==> src/bht_pkg.sv <==
// Shared types and constants for the bone hierarchy transform core.
// Used by hbt_mac and the top level; no dependencies.
`timescale 1ns / 1ps
`default_nettype none

package bht_pkg;

	localparam int NUM_CFG = 8;
	localparam int CFG_AW  = 6;

	localparam logic [1:0] SRC_MEM  = 2'd0;
	localparam logic [1:0] SRC_PRE  = 2'd1;
	localparam logic [1:0] SRC_ZERO = 2'd2;

	typedef logic [3:0][31:0] row_t;

	typedef struct packed {
		logic       clear;
		logic       issue;
		logic [3:0] idx;
		logic [1:0] src;
	} mac_ctl_t;

	typedef struct packed {
		logic v_s1;
		logic v_s2;
	} mac_stat_t;

endpackage

`default_nettype wire

==> src/hbt_mac.sv <==
// Multiply-accumulate datapath: one parent element per beat, four column
// accumulators, rounding and saturation. Depends on bht_pkg.
`timescale 1ns / 1ps
`default_nettype none

module hbt_mac #(
	parameter int FRAC_BITS = 16
) (
	input  wire logic              clk,
	input  wire logic              arst_n,
	input  wire bht_pkg::mac_ctl_t ctl,
	input  wire logic [31:0]       pre_elem,
	input  wire logic [31:0]       mem_rdata,
	input  wire bht_pkg::row_t     local_row,
	output bht_pkg::mac_stat_t     stat,
	output bht_pkg::row_t          result
);
	import bht_pkg::*;

	localparam logic signed [65:0] HALF   = 66'sd1 <<< (FRAC_BITS - 1);
	localparam logic signed [65:0] SAT_HI = 66'sd2147483647;
	localparam logic signed [65:0] SAT_LO = -66'sd2147483648;

	logic                v_s1;
	logic [3:0]          idx_s1;
	logic [1:0]          src_s1;
	logic [31:0]         pre_s1;
	logic                v_s2;
	logic [1:0]          col_s2;
	logic signed [63:0]  prod_s2;
	logic signed [31:0]  elem;
	logic signed [31:0]  lelem;
	logic signed [63:0]  prod;
	logic signed [65:0]  acc_q [4];

	always_ff @(posedge clk or negedge arst_n) begin
		if (!arst_n) begin
			v_s1 <= 1'b0;
			v_s2 <= 1'b0;
		end else begin
			v_s1 <= ctl.issue;
			v_s2 <= v_s1;
		end
	end

	always_ff @(posedge clk) begin
		idx_s1  <= ctl.idx;
		src_s1  <= ctl.src;
		pre_s1  <= pre_elem;
		col_s2  <= idx_s1[1:0];
		prod_s2 <= prod;
	end

	always_comb begin
		unique case (src_s1)
			SRC_MEM: elem = $signed(mem_rdata);
			SRC_PRE: elem = $signed(pre_s1);
			default: elem = '0;
		endcase
		lelem = $signed(local_row[idx_s1[3:2]]);
		prod  = lelem * elem;
	end

	always_ff @(posedge clk) begin
		if (ctl.clear) begin
			for (int c = 0; c < 4; c++) begin
				acc_q[c] <= '0;
			end
		end else if (v_s2) begin
			acc_q[col_s2] <= acc_q[col_s2] + 66'(prod_s2);
		end
	end

	always_comb begin
		logic signed [65:0] t;
		logic signed [65:0] sh;
		for (int c = 0; c < 4; c++) begin
			t  = acc_q[c] + HALF;
			sh = t >>> FRAC_BITS;
			if (sh > SAT_HI) begin
				result[c] = SAT_HI[31:0];
			end else if (sh < SAT_LO) begin
				result[c] = SAT_LO[31:0];
			end else begin
				result[c] = sh[31:0];
			end
		end
	end

	assign stat.v_s1 = v_s1;
	assign stat.v_s2 = v_s2;

endmodule

`default_nettype wire

==> config.mk <==
export PLATFORM = sky130hd
export DESIGN_NAME = hbt_mac
export DESIGN_NICKNAME = d
export VERILOG_FILES = /design/src/bht_pkg.sv /design/src/hbt_mac.sv
export SDC_FILE = /design/constraint.sdc
export NUM_CORES = 2
export LEC_CHECK = 0
export ABC_AREA = 1
export BUFFER_PORTS_ARGS = -buffer_cell sky130_fd_sc_hd__buf_4
export CORE_ASPECT_RATIO = 1.1
export CORE_MARGIN = 2
export CORE_UTILIZATION = 57
export DETAILED_ROUTE_END_ITERATION = 10
export PLACE_DENSITY = 0.75
export RECOVER_POWER = 25
export SYNTH_ARGS = -nofsm -noshare
export SYNTH_HDL_FRONTEND = slang
export SYNTH_SLANG_ARGS = --single-unit
==> constraint.sdc <==
create_clock -name clk -period 14.95 [get_ports clk]
set_clock_uncertainty 0.05 [all_clocks]
set_input_delay 2.99 -clock clk [delete_from_list [all_inputs] [get_ports clk]]
set_output_delay 2.99 -clock clk [all_outputs]
set_load 0.03 [all_outputs]
==> flow_summary.rst <==
.. list-table::
   :header-rows: 1

   * - Metric
     - Value
   * - Number of flops mapped to enable cells by yosys
     - 264
   * - Minimum setup slack in the final design
     - 2.53 ns
   * - Synth async-reset ratio
     - 0.00541
   * - Xor-xnor portion of the synthesized cell area
     - 0.0301
   * - Relative slew slack
     - -1.54
   * - Number of buffers and inverters on the critical path
     - 8
   * - Part of the cycle the worst path needs
     - 0.831
   * - Clock tree root buffer cell
     - clkbuf_16
   * - Setup Fix Bufs, Post-CTS
     - 0
   * - GR Overflow Total
     - 0
   * - Die height
     - 354 um
   * - Final setup fails
     - 0
   * - Yosys cell types
     - 51
   * - Insertion delay of the later-clocked pin in the worst-skew pair
     - 0.72 ns
   * - Slowest cell on crit path
     - clkinv_1
   * - Average instance area after synthesis
     - 7.54 um2
   * - Most frequent standard cell in the layout excluding fill and tap cells
     - nand2_1
   * - Area delta synth->final
     - 8.67%
   * - Resized Gates After CTS
     - 0
   * - Delay of the slowest critical-path stage
     - 1.29 ns
   * - DR DRC count
     - 0
   * - Cell type with the highest occurrence count on the critical path
     - fa_1
   * - Total number of placement rows
     - 128
   * - Hold Fails Final Rpt
     - 0
   * - Initial antenna violation count
     - 7
   * - Crit start category
     - primary input
   * - Failing checks
     - max-capacitance violations, max-slew violations
   * - Highest fanout seen on the critical path
     - 27
   * - Via count of the first global-routing pass
     - 63300
   * - Final critical path time including I/O delays and setup
     - 12.42 ns
   * - Number of detailed-route iterations in the first pass
     - 8
   * - Detailed Place HPWL
     - 220 mm
   * - Mux contribution to synthesized area
     - 0
   * - Worst Max-Slew Pin Slew
     - 3.81 ns
   * - Data required time at the worst endpoint
     - 15.41 ns
   * - Maximum number of pins on one net before global-route repair
     - 67
   * - Depth of the CTS H-tree
     - 2
   * - Maximum achievable frequency
     - 80.5 MHz
   * - Vias per cell
     - 5.98
   * - Gate family responsible for the most delay along the worst path
     - adder cells
   * - Clock tree from TritonCTS
     - done
   * - Final routed wirelength across all metal layers
     - 272 mm
   * - Global-route wire length before repair
     - 398 mm
   * - Arithmetic-cell share of the synthesized area counting full adders, half adders and majority gates
     - 0.392
   * - Main synth FF type
     - edfxtp_1
   * - Share of layout cells above drive strength 1
     - 0.0666
   * - Share of the synthesized area in compound gates (AO/OA/AOI/OAI)
     - 0.0552
   * - Nets
     - 10200
   * - Share of synthesized cell area in and, or, nand and nor gates
     - 0.244
   * - Crit Path Class
     - in2reg
   * - Final sum of negative setup slack
     - 0 ns
   * - Setup repair after global routing missed its margin
     - no
   * - Clock-pin transition on the worst setup and hold timing paths
     - 0.07 ns
   * - Leading cell types in the layout, fill and taps excluded
     - 1873 x nand2_1, 1706 x inv_1, 1503 x nor2_1
   * - Antenna Violating Nets Remaining
     - 0
   * - Number of buffers added on ports
     - 331
   * - Cell count after synthesis
     - 8408
   * - Wire length per cell
     - 27.0 um
   * - Die area
     - 114000 um2
   * - Hold-fix buffers at CTS
     - 0
   * - Run status
     - finished, violations left
   * - Initial standard-cell utilization of the core
     - 0.574
   * - Weighted congestion at the end of routability-driven global placement
     - 1.09
   * - Place WS
     - 2.23 ns
   * - Top-level I/O count
     - 332
   * - Endpoint kind of the worst setup timing path
     - flip-flop
   * - Number of DRC markers after the initial detailed-route iteration
     - 7466
   * - Placeable core region
     - 111000 um2
   * - Post-Synthesis Net Count
     - 9946
   * - Overall routing resource usage
     - 0.481
   * - Register bit total from synthesis
     - 370
   * - Number of sinks driven by the clock tree
     - 370
   * - Warning count from the yosys run
     - 0
   * - Dominant combinational cell family by area after synthesis
     - adder cells
   * - Post-synth design cell area
     - 63400 um2
   * - Worst hold path type
     - reg2reg
   * - Clock tree buffer depth
     - 3
   * - X dimension of the die
     - 322 um
   * - # Max-Cap Violations
     - 6
   * - CTS Buf Count
     - 44
   * - Final worst hold slack
     - 0.282 ns
   * - Via count
     - 60400
   * - Post-synthesis sequential area ratio
     - 0.159
   * - Arrival @ worst endpoint
     - 12.88 ns
   * - Number of max-slew violations in the final report
     - 199
sequential cells by signal (all words and copies together), names as in the netlist:
name,flops
acc_q,264
prod_s2,64
pre_s1,32
idx_s1,4
col_s2,2
src_s1,2
v_s1,1
v_s2,1
cells by family after synthesis:
group	Yosys count
compound gates	612
xor+xnor	217
fa+ha+maj	1336
buf+inv	1999
flops	370
simple gates	3874
path summary, 6_finish.rpt:
kind | startpoint | end | slack (ns) | cells after the start
max in group asynchronous | arst_n | v_s1 | 12.67 | 1
hold reg to reg | idx_s1[0] | col_s2[0] | 0.28 | 0
hold / removal | idx_s1[0] | col_s2[0] | 0.28 | 0
setup / recovery | mem_rdata[16] | prod_s2[42] | 2.53 | 27
setup reg to reg | src_s1[0] | prod_s2[42] | 3.90 | 26
min in group asynchronous | arst_n | v_s2 | 2.06 | 1
cells in the mapped netlist, types with 13 or more instances:
library cell / number / area, um2
o21ai_0: 239 / 1200
o22ai_1: 29 / 181
clkbuf_1: 210 / 788
nor2_1: 1505 / 5650
nor4_1: 14 / 87.6
inv_1: 1707 / 6410
nand3_1: 274 / 1370
nand2_2: 19 / 119
a22oi_1: 55 / 413
fa_1: 1083 / 21700
clkinv_1: 28 / 105
a31oi_1: 17 / 106
a21o_1: 22 / 165
a21boi_0: 13 / 97.6
nor2_2: 18 / 113
buf_1: 23 / 86.3
dfxtp_1: 104 / 2080
o21bai_1: 18 / 135
a21oi_1: 186 / 931
nand3b_1: 26 / 195
ha_1: 253 / 3170
nand4_1: 76 / 475
nand2_1: 1875 / 7040
edfxtp_1: 264 / 7930
nor3_1: 37 / 185
xnor2_1: 34 / 298
buf_4: 14 / 105
xor2_1: 182 / 1590
metal layers:
layer / vias to the layer above / share of wire / track usage
li1: 25700 / - / -
met1: 28400 / 0.31 / 0.505
met2: 4671 / 0.45 / 0.764
met3: 1664 / 0.12 / 0.151
met4: 2 / 0.12 / 0.455
met5: - / 0.000062 / 0.000419
per-stage QoR:
stage	utilization	cell area [um2]	std cells
after floorplan	-	63400	8408
after detailed placement	0.611	67500	10000
after CTS	0.624	68900	10100
final	0.623	68900	10100
after global placement	0.611	67500	10000
after global routing	0.623	68900	10100
layout make-up:
class,instances,area [um2]
antenna,7,17.5
clock buffer,56,1150
clock inverter,25,265
fill,9795,41600
inverter,1739,6530
multi-input combinational,6039,45800
sequential,370,10100
tap,1430,1790
timing repair buffer,439,3260
Power is not shown: default switching activity piles up to over one toggle a cycle in this logic, so the estimate is an artifact.
